## src/design/ncrs_pkg.sv

```systemverilog
// ----------------------------------------------------------------------------
// Newton cubic root solver package
// Shared types, constants and the saturating adder for the root solver.
// ----------------------------------------------------------------------------
package ncrs_pkg;

	localparam int FRAC_BITS_DEF = 16;
	localparam int VAL_W = 32;
	localparam int MAG_W = 63;
	localparam int TOL_W = 31;
	localparam int ITER_W = 10;
	localparam int IDX_W = 1;

	localparam logic [IDX_W-1:0] REG_TOLERANCE = 1'b0;
	localparam logic [IDX_W-1:0] REG_ITER_LIMIT = 1'b1;

	localparam logic signed [63:0] SAT64 = 64'sh7FFF_FFFF_FFFF_FFFF;
	localparam logic signed [64:0] SUM_MAX = 65'sh0_7FFF_FFFF_FFFF_FFFF;

	typedef enum logic [1:0] {
		STAT_CONVERGED  = 2'd0,
		STAT_LIMIT      = 2'd1,
		STAT_ZERO_DERIV = 2'd2
	} status_t;

	typedef enum logic [2:0] {
		OP_X2   = 3'd0,
		OP_P97  = 3'd1,
		OP_X3   = 3'd2,
		OP_P13  = 3'd3,
		OP_P3   = 3'd4,
		OP_P194 = 3'd5
	} op_t;

	typedef enum logic [2:0] {
		ST_IDLE = 3'd0,
		ST_MGO  = 3'd1,
		ST_MUL  = 3'd2,
		ST_ACC  = 3'd3,
		ST_ADJ  = 3'd4,
		ST_CHK  = 3'd5,
		ST_DIV  = 3'd6,
		ST_UPD  = 3'd7
	} state_t;

	function automatic logic signed [63:0] sadd(input logic signed [63:0] a,
			input logic signed [63:0] b);
		logic signed [64:0] s;
		s = {a[63], a} + {b[63], b};
		if (s > SUM_MAX) begin
			sadd = SAT64;
		end else if (s < -SUM_MAX) begin
			sadd = -SAT64;
		end else begin
			sadd = s[63:0];
		end
	endfunction

endpackage

```

## src/design/ncrs_mul.sv

```systemverilog
// ----------------------------------------------------------------------------
// Serial magnitude multiplier
// Shift-and-add multiplier taking one multiplier bit per cycle, followed by
// rounding to the fixed-point scale and saturation of the magnitude.
// ----------------------------------------------------------------------------
module ncrs_mul import ncrs_pkg::*; #(
	parameter int FRAC_BITS = FRAC_BITS_DEF
) (
	input  logic             clk,
	input  logic             arst_n,
	input  logic             go,
	input  logic [MAG_W-1:0] ma,
	input  logic [VAL_W-1:0] mb,
	output logic             done,
	output logic [MAG_W-1:0] res
);

	localparam int PW = MAG_W + VAL_W;
	localparam int CW = $clog2(VAL_W);
	localparam logic [PW:0] HALF = (PW + 1)'(1) << (FRAC_BITS - 1);

	logic [PW-1:0]    acc_q;
	logic [MAG_W-1:0] ma_q;
	logic [VAL_W-1:0] mb_q;
	logic [CW-1:0]    cnt_q;
	logic             run_q;
	logic             fin_q;
	logic             done_q;
	logic [MAG_W-1:0] res_q;

	logic [MAG_W:0] sum;
	logic [PW:0]    rnd;
	logic [PW:0]    shifted;

	always_comb begin
		sum = {1'b0, acc_q[PW-1:VAL_W]} + (mb_q[0] ? {1'b0, ma_q} : '0);
		rnd = {1'b0, acc_q} + HALF;
		shifted = rnd >> FRAC_BITS;
	end

	always_ff @(posedge clk or negedge arst_n) begin
		if (!arst_n) begin
			run_q <= 1'b0;
			fin_q <= 1'b0;
			done_q <= 1'b0;
			cnt_q <= '0;
		end else begin
			done_q <= fin_q && !go && !run_q;
			if (go) begin
				run_q <= 1'b1;
				fin_q <= 1'b0;
				cnt_q <= '0;
			end else if (run_q) begin
				cnt_q <= cnt_q + 1'b1;
				if (cnt_q == CW'(VAL_W - 1)) begin
					run_q <= 1'b0;
					fin_q <= 1'b1;
				end
			end else if (fin_q) begin
				fin_q <= 1'b0;
			end
		end
	end

	always_ff @(posedge clk) begin
		if (go) begin
			acc_q <= '0;
			ma_q <= ma;
			mb_q <= mb;
		end else if (run_q) begin
			acc_q <= {sum, acc_q[VAL_W-1:1]};
			mb_q <= mb_q >> 1;
		end else if (fin_q) begin
			res_q <= (|shifted[PW:MAG_W]) ? '1 : shifted[MAG_W-1:0];
		end
	end

	assign done = done_q;
	assign res = res_q;

endmodule

```

## src/design/ncrs_div.sv

```systemverilog
// ----------------------------------------------------------------------------
// Serial restoring divider
// Computes the scaled quotient of two magnitudes one quotient bit per cycle
// and saturates it to the largest positive intermediate.
// ----------------------------------------------------------------------------
module ncrs_div import ncrs_pkg::*; #(
	parameter int FRAC_BITS = FRAC_BITS_DEF
) (
	input  logic             clk,
	input  logic             arst_n,
	input  logic             go,
	input  logic [MAG_W-1:0] mn,
	input  logic [MAG_W-1:0] md,
	output logic             done,
	output logic [MAG_W-1:0] res
);

	localparam int DW = MAG_W + FRAC_BITS;
	localparam int CW = $clog2(DW + 1);

	logic [DW-1:0]    dvd_q;
	logic [MAG_W-1:0] md_q;
	logic [MAG_W-1:0] r_q;
	logic [MAG_W-1:0] q_q;
	logic             ovf_q;
	logic [CW-1:0]    cnt_q;
	logic             run_q;
	logic             fin_q;
	logic             done_q;
	logic [MAG_W-1:0] res_q;

	logic [MAG_W:0]   rs;
	logic             ge;
	logic [MAG_W:0]   diff;

	always_comb begin
		rs = {r_q, dvd_q[DW-1]};
		ge = rs >= {1'b0, md_q};
		diff = rs - {1'b0, md_q};
	end

	always_ff @(posedge clk or negedge arst_n) begin
		if (!arst_n) begin
			run_q <= 1'b0;
			fin_q <= 1'b0;
			done_q <= 1'b0;
			cnt_q <= '0;
		end else begin
			done_q <= fin_q && !go && !run_q;
			if (go) begin
				run_q <= 1'b1;
				fin_q <= 1'b0;
				cnt_q <= CW'(DW);
			end else if (run_q) begin
				cnt_q <= cnt_q - 1'b1;
				if (cnt_q == CW'(1)) begin
					run_q <= 1'b0;
					fin_q <= 1'b1;
				end
			end else if (fin_q) begin
				fin_q <= 1'b0;
			end
		end
	end

	always_ff @(posedge clk) begin
		if (go) begin
			dvd_q <= {mn, {FRAC_BITS{1'b0}}};
			md_q <= md;
			r_q <= '0;
			q_q <= '0;
			ovf_q <= 1'b0;
		end else if (run_q) begin
			dvd_q <= dvd_q << 1;
			r_q <= ge ? diff[MAG_W-1:0] : rs[MAG_W-1:0];
			ovf_q <= ovf_q | q_q[MAG_W-1];
			q_q <= {q_q[MAG_W-2:0], ge};
		end else if (fin_q) begin
			res_q <= ovf_q ? '1 : q_q;
		end
	end

	assign done = done_q;
	assign res = res_q;

endmodule

```

## src/design/newton_cubic_root_solver_top.sv

```systemverilog
// ----------------------------------------------------------------------------
// Newton cubic root solver
// Newton-Raphson iteration on -x^3 + 9.7x^2 - 1.3x - 105.7 in signed fixed
// point, with a serial multiplier and a serial divider under one sequencer.
// ----------------------------------------------------------------------------
// Pulse start with a starting guess while busy is low. If the iteration
// limit is not zero, the block raises busy on the next cycle and keeps it
// high until the answer is ready. The result word then appears on root,
// iterations_used, final_error and status for one cycle, marked by done;
// the receiver must take it in that cycle. The tolerance and iteration
// limit are written through cfg_we, cfg_index and cfg_data; the user must
// write them only while the block is idle, which the block itself does
// not enforce, and they then take effect on the next start. One iteration
// runs six products on the serial multiplier, a step that adds the
// constant terms and, unless the derivative is zero, one division followed
// by the update. A zero derivative ends the guess in the iteration that
// finds it, before the division. With a limit of zero the result comes
// back in the cycle after start.
// Reset returns the block to idle, sets the tolerance to 66 and the limit to
// 100, and drops done and busy.
// ----------------------------------------------------------------------------
module newton_cubic_root_solver_top import ncrs_pkg::*; #(
	parameter int FRAC_BITS = FRAC_BITS_DEF
) (
	input  logic                     clk,
	input  logic                     arst_n,
	input  logic                     start,
	output logic                     busy,
	input  logic signed [VAL_W-1:0]  start_guess,
	input  logic                     cfg_we,
	input  logic [IDX_W-1:0]         cfg_index,
	input  logic [TOL_W-1:0]         cfg_data,
	output logic                     done,
	output logic signed [VAL_W-1:0]  root,
	output logic [ITER_W-1:0]        iterations_used,
	output logic [TOL_W-1:0]         final_error,
	output logic [1:0]               status
);

	localparam longint ONE = longint'(1) << FRAC_BITS;
	localparam logic [VAL_W-1:0] C97 = VAL_W'((97 * ONE + 5) / 10);
	localparam logic [VAL_W-1:0] C13 = VAL_W'((13 * ONE + 5) / 10);
	localparam logic [VAL_W-1:0] C3 = VAL_W'(3 * ONE);
	localparam logic [VAL_W-1:0] C194 = VAL_W'((194 * ONE + 5) / 10);
	localparam logic signed [63:0] C105_S = 64'((1057 * ONE + 5) / 10);
	localparam logic signed [63:0] C13_S = 64'((13 * ONE + 5) / 10);

	state_t state_q, state_d;
	op_t    op_q;

	logic [TOL_W-1:0]        tol_q;
	logic [ITER_W-1:0]       limit_q;
	logic signed [VAL_W-1:0] x_q;
	logic [MAG_W-1:0]        x2_q;
	logic signed [63:0]      fx_q;
	logic signed [63:0]      dfx_q;
	logic                    dneg_q;
	logic [ITER_W-1:0]       used_q;
	logic [TOL_W-1:0]        err_q;
	status_t                 status_q;
	logic                    done_q;
	logic                    done_d;

	logic                    mul_go;
	logic [MAG_W-1:0]        mul_a;
	logic [VAL_W-1:0]        mul_b;
	logic                    mul_neg;
	logic                    mul_done;
	logic [MAG_W-1:0]        mul_res;
	logic signed [63:0]      mval;

	logic                    div_go;
	logic                    div_done;
	logic [MAG_W-1:0]        div_res;

	logic [VAL_W-1:0]        xmag;
	logic [MAG_W-1:0]        fx_mag;
	logic [MAG_W-1:0]        dfx_mag;
	logic signed [64:0]      h;
	logic signed [65:0]      nx;
	logic signed [VAL_W-1:0] nx_c;
	logic [TOL_W-1:0]        err_new;
	logic [ITER_W-1:0]       used_new;
	logic                    conv;
	logic                    last;
	logic                    dfx_zero;

	always_comb begin
		xmag = x_q[VAL_W-1] ? VAL_W'(-x_q) : VAL_W'(x_q);
		fx_mag = fx_q[63] ? MAG_W'(-fx_q) : fx_q[MAG_W-1:0];
		dfx_mag = dfx_q[63] ? MAG_W'(-dfx_q) : dfx_q[MAG_W-1:0];
		dfx_zero = dfx_q == '0;

		mul_a = x2_q;
		mul_b = xmag;
		mul_neg = 1'b0;
		case (op_q)
			OP_X2: begin
				mul_a = MAG_W'(xmag);
			end
			OP_P97: begin
				mul_b = C97;
			end
			OP_X3: begin
				mul_neg = x_q[VAL_W-1];
			end
			OP_P13: begin
				mul_a = MAG_W'(xmag);
				mul_b = C13;
				mul_neg = x_q[VAL_W-1];
			end
			OP_P3: begin
				mul_b = C3;
			end
			OP_P194: begin
				mul_a = MAG_W'(xmag);
				mul_b = C194;
				mul_neg = x_q[VAL_W-1];
			end
			default: begin
				mul_a = x2_q;
			end
		endcase
		mval = mul_neg ? -$signed({1'b0, mul_res}) : $signed({1'b0, mul_res});

		h = dneg_q ? -$signed({2'b00, div_res}) : $signed({2'b00, div_res});
		nx = {{(66 - VAL_W){x_q[VAL_W-1]}}, x_q} - {h[64], h};
		if (nx > 66'sd2147483647) begin
			nx_c = 32'sh7FFF_FFFF;
		end else if (nx < -66'sd2147483648) begin
			nx_c = 32'sh8000_0000;
		end else begin
			nx_c = nx[VAL_W-1:0];
		end
		err_new = (|div_res[MAG_W-1:TOL_W]) ? '1 : div_res[TOL_W-1:0];
		used_new = used_q + 1'b1;
		conv = err_new < tol_q;
		last = used_new == limit_q;
	end

	always_ff @(posedge clk or negedge arst_n) begin
		if (!arst_n) begin
			state_q <= ST_IDLE;
		end else begin
			state_q <= state_d;
		end
	end

	always_comb begin
		state_d = state_q;
		mul_go = 1'b0;
		div_go = 1'b0;
		done_d = 1'b0;
		case (state_q)
			ST_IDLE: begin
				if (start) begin
					if (limit_q != '0) begin
						state_d = ST_MGO;
					end else begin
						done_d = 1'b1;
					end
				end
			end
			ST_MGO: begin
				mul_go = 1'b1;
				state_d = ST_MUL;
			end
			ST_MUL: begin
				if (mul_done) begin
					state_d = ST_ACC;
				end
			end
			ST_ACC: begin
				state_d = (op_q == OP_P194) ? ST_ADJ : ST_MGO;
			end
			ST_ADJ: begin
				state_d = ST_CHK;
			end
			ST_CHK: begin
				if (dfx_zero) begin
					done_d = 1'b1;
					state_d = ST_IDLE;
				end else begin
					div_go = 1'b1;
					state_d = ST_DIV;
				end
			end
			ST_DIV: begin
				if (div_done) begin
					state_d = ST_UPD;
				end
			end
			ST_UPD: begin
				done_d = conv || last;
				state_d = (conv || last) ? ST_IDLE : ST_MGO;
			end
			default: begin
				state_d = ST_IDLE;
			end
		endcase
	end

	always_ff @(posedge clk or negedge arst_n) begin
		if (!arst_n) begin
			tol_q <= TOL_W'(66);
			limit_q <= ITER_W'(100);
			done_q <= 1'b0;
			status_q <= STAT_LIMIT;
			op_q <= OP_X2;
			used_q <= '0;
		end else begin
			done_q <= done_d;
			if (cfg_we) begin
				case (cfg_index)
					REG_TOLERANCE: tol_q <= cfg_data;
					REG_ITER_LIMIT: limit_q <= cfg_data[ITER_W-1:0];
					default: tol_q <= tol_q;
				endcase
			end
			case (state_q)
				ST_IDLE: begin
					if (start) begin
						op_q <= OP_X2;
						used_q <= '0;
						if (limit_q == '0) begin
							status_q <= STAT_LIMIT;
						end
					end
				end
				ST_ACC: begin
					op_q <= (op_q == OP_P194) ? OP_X2 : op_t'(op_q + 1'b1);
				end
				ST_CHK: begin
					if (dfx_zero) begin
						status_q <= STAT_ZERO_DERIV;
					end
				end
				ST_UPD: begin
					used_q <= used_new;
					if (conv) begin
						status_q <= STAT_CONVERGED;
					end else if (last) begin
						status_q <= STAT_LIMIT;
					end
				end
				default: begin
					op_q <= op_q;
				end
			endcase
		end
	end

	always_ff @(posedge clk) begin
		case (state_q)
			ST_IDLE: begin
				if (start) begin
					x_q <= start_guess;
					err_q <= '0;
				end
			end
			ST_ACC: begin
				case (op_q)
					OP_X2: x2_q <= mul_res;
					OP_P97: fx_q <= mval;
					OP_X3: fx_q <= sadd(fx_q, -mval);
					OP_P13: fx_q <= sadd(fx_q, -mval);
					OP_P3: dfx_q <= -mval;
					OP_P194: dfx_q <= sadd(dfx_q, mval);
					default: x2_q <= x2_q;
				endcase
			end
			ST_ADJ: begin
				fx_q <= sadd(fx_q, -C105_S);
				dfx_q <= sadd(dfx_q, -C13_S);
			end
			ST_CHK: begin
				dneg_q <= fx_q[63] ^ dfx_q[63];
			end
			ST_UPD: begin
				x_q <= nx_c;
				err_q <= err_new;
			end
			default: begin
				x_q <= x_q;
			end
		endcase
	end

	ncrs_mul #(
		.FRAC_BITS(FRAC_BITS)
	) u_mul (
		.clk(clk),
		.arst_n(arst_n),
		.go(mul_go),
		.ma(mul_a),
		.mb(mul_b),
		.done(mul_done),
		.res(mul_res)
	);

	ncrs_div #(
		.FRAC_BITS(FRAC_BITS)
	) u_div (
		.clk(clk),
		.arst_n(arst_n),
		.go(div_go),
		.mn(fx_mag),
		.md(dfx_mag),
		.done(div_done),
		.res(div_res)
	);

	assign busy = state_q != ST_IDLE;
	assign done = done_q;
	assign root = x_q;
	assign iterations_used = used_q;
	assign final_error = err_q;
	assign status = status_q;

`ifndef SYNTHESIS
	a_done_idle: assert property (@(posedge clk) disable iff (!arst_n)
		done_q |-> state_q == ST_IDLE)
		else $error("result word shown while the sequencer is still running");

	a_conv_counts: assert property (@(posedge clk) disable iff (!arst_n)
		(done_q && status_q == STAT_CONVERGED) |-> used_q != '0)
		else $error("converged result with no iteration counted");

	a_used_bound: assert property (@(posedge clk) disable iff (!arst_n)
		done_q |-> used_q <= limit_q)
		else $error("iteration count beyond the limit");

	a_start_reply: assert property (@(posedge clk) disable iff (!arst_n)
		(start && !busy) |=> (busy || done_q))
		else $error("accepted guess neither started nor answered");
`endif

endmodule
```

## config.mk

```make
export PLATFORM = sky130hd
export DESIGN_NAME = newton_cubic_root_solver_top
export DESIGN_NICKNAME = d
export VERILOG_FILES = /design/src/design/ncrs_pkg.sv /design/src/design/ncrs_mul.sv /design/src/design/ncrs_div.sv /design/src/design/newton_cubic_root_solver_top.sv
export SDC_FILE = /design/constraint.sdc
export NUM_CORES = 2
export LEC_CHECK = 0
export ABC_AREA = 1
export BUFFER_PORTS_ARGS = -buffer_cell sky130_fd_sc_hd__buf_4
export CAP_MARGIN = 40
export CORE_UTILIZATION = 42
export CTS_BUF_LIST = sky130_fd_sc_hd__clkbuf_16
export DETAILED_ROUTE_END_ITERATION = 10
export GPL_TIMING_DRIVEN = 0
export PLACE_DENSITY = 0.67
export REMOVE_ABC_BUFFERS = 1
export SETUP_SLACK_MARGIN = 0.3
export SYNTH_ARGS = -nofsm -noshare
export SYNTH_HDL_FRONTEND = slang
export SYNTH_SLANG_ARGS = --single-unit
export TNS_END_PERCENT = 20
```

## constraint.sdc

```tcl
create_clock -name clk -period 19.35 [get_ports clk]
set_clock_uncertainty 0.05 [all_clocks]
set_input_delay 1.935 -clock clk [delete_from_list [all_inputs] [get_ports clk]]
set_output_delay 1.935 -clock clk [all_outputs]
set_load 0.02 [all_outputs]
```

# Yosys cells after proc, flatten, opt, wreduce, memory -nomap -nowiden
# Cells that the tools add are included.
# word_totals
register_bits,902
in_bits,68
out_inout_bits,77
elab_cells,207
# op_classes
add_sub_neg,18
order_cmp,12
eq_ne,26
muxes,75
bitwise,7
n_reduce_logical,37
# op_table
op,count
two-way mux 64 bit,9
case mux 64 bit (2 select lines),4
"> comparator 65 x 64 -> 1 bit, second input constant",4
"less-than comparator 65 x 64 -> 1 bit, second input constant",4
two-way mux 63 bit,4
two-way mux 32 bit,7
two-way mux 79 bit,2
adder 64 x 64 -> 65 bit,2
case mux 32 bit (4 select lines),1
negation 63 bit,2
"adder 95 x 16 -> 96 bit, second input constant",1
"> comparator 66 x 32 -> 1 bit, second input constant",1
"less-than comparator 66 x 32 -> 1 bit, second input constant",1
subtractor 32 x 65 -> 66 bit,1
"adder 64 x 18 -> 65 bit, second input constant",1
"adder 64 x 24 -> 65 bit, second input constant",1
two-way mux 65 bit,1
negation 63 -> 65 bit,1
adder 63 x 64 -> 64 bit,1
greater-or-equal comparator 64 x 63 -> 1 bit,1
zero test 64 bit,1
negation 63 -> 64 bit,1
negation 64 bit,1
case mux 32 bit (2 select lines),1
other kinds (49),122

# Logic depth before layout (Yosys ltp)
# logic_depth
word_depth,11
mapped_depth,46
mapped_depth_nobuf,45

# Cells and area by module
# Synthesis repeated with hierarchy kept, for this count alone.
# unflattened
cells_unflattened,13706
hier_area_um2,83975.5
# modules_own_cells
mod,instances,cells_per_inst,area_each_um2,seq_area_each_um2
newton_cubic_root_solver_top,1,8844,49157.1,9166.3
ncrs_div,1,2543,18506.5,8468.1
ncrs_mul,1,2319,16311.9,6546.3

# Worst setup path before layout
# Ideal clock, no wire load.
# synth_path
path_type,reg-to-reg
startpoint,register dfx_q[1]
endpoint,"register u_div.res_q[0] (netlist: u_div.res[0]), enable pin"
setup_time_ns,0.484
t_arrival_ns,6.433
t_required_ns,18.816
slack_ns,12.383
path_stages_with_launch,18
n_path_buf,2
period_less_slack_ns,6.967
cell_sequence,edfxtp_1 -> inv_1 -> ha_1 -> inv_1 -> or2_2 -> nor2_1 -> nand2_1 -> nor3_1 -> inv_1 -> nor2_1 -> nand3_1 -> nor3_1 -> nor2_1 -> nor2_1 -> inv_1 -> clkbuf_1 -> buf_1 -> nor2_1
# synth_between
elab_chain_cells,5
# synth_lines
item,line,source
start: declaration,newton_cubic_root_solver_top.sv:56,logic signed [63:0] dfx_q;
start signal: assignment,newton_cubic_root_solver_top.sv:267,OP_P3: dfx_q <= -mval;
start signal: assignment,newton_cubic_root_solver_top.sv:268,"OP_P194: dfx_q <= sadd(dfx_q, mval);"
start signal: assignment,newton_cubic_root_solver_top.sv:274,"dfx_q <= sadd(dfx_q, -C13_S);"
zero test 64 bit,newton_cubic_root_solver_top.sv:92,dfx_zero = dfx_q == '0;
two-way mux 1 bit,newton_cubic_root_solver_top.sv:180,if (dfx_zero) begin
two-way mux 1 bit,newton_cubic_root_solver_top.sv:154,case (state_q)
inverter 1 bit (no line),--,
AND reduction 3 bit (no line),--,
end signal: assignment,ncrs_div.sv:79,res_q <= ovf_q ? '1 : q_q;
end: declaration,ncrs_div.sv:30,logic [MAG_W-1:0] res_q;
# No other way between the ends.
# A chain may end at the register's enable or synchronous reset.

# Final worst setup path
# layout_path
startpoint,register u_mul.res_q[0] (netlist: u_mul.res[0])
endpoint,register fx_q[32] (data pin)
# layout_between
elab_chain_cells,9
elab_cells_between_ends,10
classes_between,add/sub (3); order compare (2); mux (5)
# layout_lines
item,line,source
start: declaration,ncrs_mul.sv:29,logic [MAG_W-1:0] res_q;
start signal: assignment,ncrs_mul.sv:74,res_q <= (|shifted[PW:MAG_W]) ? '1 : shifted[MAG_W-1:0];
negation 63 -> 64 bit,newton_cubic_root_solver_top.sv:124,"mval = mul_neg ? -$signed({1'b0, mul_res}) : $signed({1'b0, mul_res});"
two-way mux 64 bit *,newton_cubic_root_solver_top.sv:124,
negation 64 bit,"newton_cubic_root_solver_top.sv:265, newton_cubic_root_solver_top.sv:266",
adder 64 x 64 -> 65 bit,ncrs_pkg.sv:49,"s = {a[63], a} + {b[63], b};"
less-than comparator 65 x 64 -> 1 bit,ncrs_pkg.sv:52,end else if (s < -SUM_MAX) begin
two-way mux 64 bit,ncrs_pkg.sv:52,
two-way mux 64 bit,ncrs_pkg.sv:50,if (s > SUM_MAX) begin
case mux 64 bit (2 select lines) *,newton_cubic_root_solver_top.sv:262,case (op_q)
case mux 64 bit (2 select lines) *,newton_cubic_root_solver_top.sv:254,case (state_q)
end signal: assignment,newton_cubic_root_solver_top.sv:264,OP_P97: fx_q <= mval;
end signal: assignment,newton_cubic_root_solver_top.sv:265,"OP_X3: fx_q <= sadd(fx_q, -mval);"
end signal: assignment,newton_cubic_root_solver_top.sv:266,"OP_P13: fx_q <= sadd(fx_q, -mval);"
end: declaration,newton_cubic_root_solver_top.sv:55,logic signed [63:0] fx_q;
# Mark *: on every way between the ends. The rest lies on a longest branch, timed or not.

==> metrics.md <==
| Metric | Value |
|---|---|
| Status | complete, but fails checks |
| Failing checks | DRC |
| Switching Fraction | 51.7% |
| DIE AREA | between 150000 and 200000 µm² |
| R2R cell count | 37 |
| Crit end category | flop |
| Hold Crit Class | flop to flop |
| Netlist cell types | 68 |
| Reg-to-Reg Start | u_mul.res[0] |
| Num rows | roughly 160 |
| Yosys synthesis warning count | 0 |
| Power share of the clock group | about 16% |
| Number of DRC markers in iteration 0 | between 8000 and 9000 |
| # port buffers | 144 |
| Clock latency on the worst-skew pair | about 770 ps |
| Total Wirelength | approximately 330000 µm |
| Crit path largest cell delay | 730 ps |
| Main synth FF type | edfxtp_1 |
| Clock sink count | a little under 900 |
| Post-synth EDFFs | between 600 and 700 |
| GRT overflow | 0 |
| Critical path's most frequent cell | nand2_1 |
| WHS Path Cells | 2 |
| Most frequent cells in the layout | nand2_1, inv_1, nor2_1 |
| Gate count of the mapped netlist | 12600 |
| R2r endpoint | fx_q[32] |
| RePlAce Congestion | roughly 1.1 |
| Flops & latches, synth | 887 |
| Register area share after synthesis | a little under a third |
| DP HPWL | around 270000 µm |
| Num CTS Buffers | 102 |
| Core area | roughly 190000 µm² |
| Top-Level Pins | ~150 |
| Ratio of cells with drive above 1 in the final layout | around 4.4% |
| Chip width | 438 µm |
| Reg power frac | approximately a quarter |
| Async SR Flop Fraction | just under 9% |
| First-pass GRT wire length | between 400000 and 500000 µm |
| Vias post-DR | about 83000 |
| DRC viols | 4 |
| Tcrit/Tclk final | between 50 and 60% |
| CTS tree | done |
| Min Clock Period, post-route | roughly 9900 ps |
| Pre-antenna DRT Iters | 9 |
| Post-CTS Hold Buffers | 0 |
| Syn Area/Cell | roughly 6.3 µm² |
| Fin. max-slew vios | 0 |
| Nets | about 13000 |
| Hold Slack | 420 ps |
| Critical Path Source Type | flop |
| Slew headroom | between 30% and 40% |
| Post_cts resized | 0 |
| Slowest CP cell | nor3b_1 |
| Antenna-violating nets left | 0 |
| Die height | between 400 and 500 µm |
| Postcts setup bufs | 0 |
| Flop2flop setup slack | 9460 ps |
| MaxCap Viol Count | 0 |
| Area Growth Syn to Fin | 10.4% |
| Unrepaired setup endpoints after global routing | no |
| Critical path start-end classification | flop to flop |
| Fmax | between 100 and 150 MHz |
| Initial antenna violation count | 3 |
| Worst slew pin tran | around 1000 ps |
| Synth Cell Area | 79700 µm² |
| Final Hold Viols | 0 |
| Clock transition at the registers of the reported paths | 60 ps |
| Vias per cell | between 5 and 6 |
| Hold Crit Start | u_div.r_q[13] |
| Commonest non-fill, non-tap cell in the layout | nand2_1 |
| Sw Pwr | 6350 µW |
| Int Pwr | about 5900 µW |
| Final core utilization | 46.8% |
| Setup TNS | 0 ps |
| Max Root-Sink Buffers | 3 |
| Starting density of the core | 42.4% |
| Endpoints failing setup | 0 |
| Routed WL per cell | approximately 21 µm |
| Root buf cell | clkbuf_16 |
| Vias in the first global route | between 70000 and 80000 |
| CP arrival | about 10000 ps |
| IR drop worst, VDD | 0.0885 mV |
| Largest net degree at the start of global routing | 94 |
| Power per cell area | between 100 and 150 nW/µm² |
| Htree depth | 3 |
| Crit-path max FO | 34 |
| WP data required | 19790 ps |
| Comb pwr share | 58.3% |
| GR Util All Layers | between 30% and 40% |
| Hold Path Sink | u_div.r_q[13] |
| Leakage | between 0.04 and 0.05 µW |
-- worst max-delay path, delay by kind of cell, from the launching register on --
family / cells / cell delay (ps)
AND/OR/NAND/NOR: 26 / 5270
buffers and inverters: 6 / 1510
adder cells (fa/ha/maj): 2 / 890
XOR/XNOR: 2 / 810
flip-flops: 1 / 610
AO/OA/AOI/OAI: 1 / 450
-- layer usage --
metal  part of all wire (%)  GRT usage [%]  up-vias
met2                     45           54.1     3332
met1                     41           41.7    38200
li1                       -              -    40500
met4                    7.1           20.4        2
met5                 0.0046              0        -
met3                    6.9           3.66      775
-- synth_stat cells, types with 72 or more instances --
| master | n | area, µm² |
|---|---|---|
| a21oi_1 | 657 | 3290 |
| clkbuf_1 | 195 | 732 |
| dfrtp_1 | 72 | 1800 |
| dfxtp_1 | 207 | 4140 |
| edfxtp_1 | 602 | 18100 |
| ha_1 | 365 | 4570 |
| inv_1 | 2045 | 7680 |
| nand2_1 | 3852 | 14500 |
| nand3_1 | 746 | 3730 |
| nand3b_1 | 85 | 638 |
| nand4_1 | 247 | 1550 |
| nor2_1 | 1531 | 5750 |
| nor3_1 | 195 | 976 |
| o21ai_0 | 559 | 2800 |
| o22ai_1 | 95 | 594 |
| xnor2_1 | 89 | 780 |
| xor2_1 | 463 | 4060 |
-- stage by stage --
stage	cell area [µm²]	total power, µW	worst slack [ps]	instances
global placement	82800	9980	-3370	14900
CTS	88000	12100	10010	15200
finish	88000	12300	9460	15200
global route	88000	13100	9290	15200
floorplan	78600	7590	6610	12300
detailed placement	84600	10100	10070	15000
-- flip-flops by register name, summed over array words and instances (netlist names), 63 cells and up --
signal	count
u_div.md_q	63
u_div.r_q	63
u_mul.res	63
x2_q	63
u_mul.acc_q	80
u_mul.ma_q	63
u_div.q_q	63
dfx_q	64
u_div.res	63
u_div.dvd_q	63
fx_q	64
-- layout make-up --
type                       count  area (µm²)
antenna                        3        7.51
clock buffer                 107        2680
clock inverter                85         709
fill                       20200      100000
inverter                    2060        7750
multi-input combinational   9361       46800
sequential                   887       24200
tap                         2495        3120
timing repair buffer         238        2740
-- power groups by stage --
stage                     clock (µW)  sequential, µW  combinational [µW]
final                           2000            3120                7170
after global placement             0            3210                6760
after global routing            2090            3150                7860
after detailed placement           0            3130                6950
after floorplan                    0            3020                4570
after CTS                       2030            3100                6990
-- worst max path at each step --
stage                  from             to  slack [ps]  cells past startpoint
6_report       u_mul.res[0]       fx_q[32]        9460                     37
5_1_grt        u_mul.res[0]       fx_q[44]        9290                     37
4_1_cts        u_mul.res[0]       fx_q[44]       10010                     37
3_5_place_dp   u_mul.res[0]       fx_q[44]       10070                     37
3_3_place_gp      dfx_q[63]  u_div.res[54]       -3370                      9
2_1_floorplan    state_q[2]   u_mul.res[0]        6610                      4
-- logic make-up (layout without fill, tap and decap cells) --
kind of cell             count (synthesis)  count (layout)  synth area share [%]
AND/OR/NAND/NOR                       6860            6860                  35.8
buffers and inverters                 2341            2490                  11.2
AO/OA/AOI/OAI                         1579            1579                  10.8
flip-flops                             887             887                  30.3
XOR/XNOR                               552             552                  6.06
adder cells (fa/ha/maj)                370             370                  5.85
other                                    0               3                     0
(Power assumes the default switching activity.)
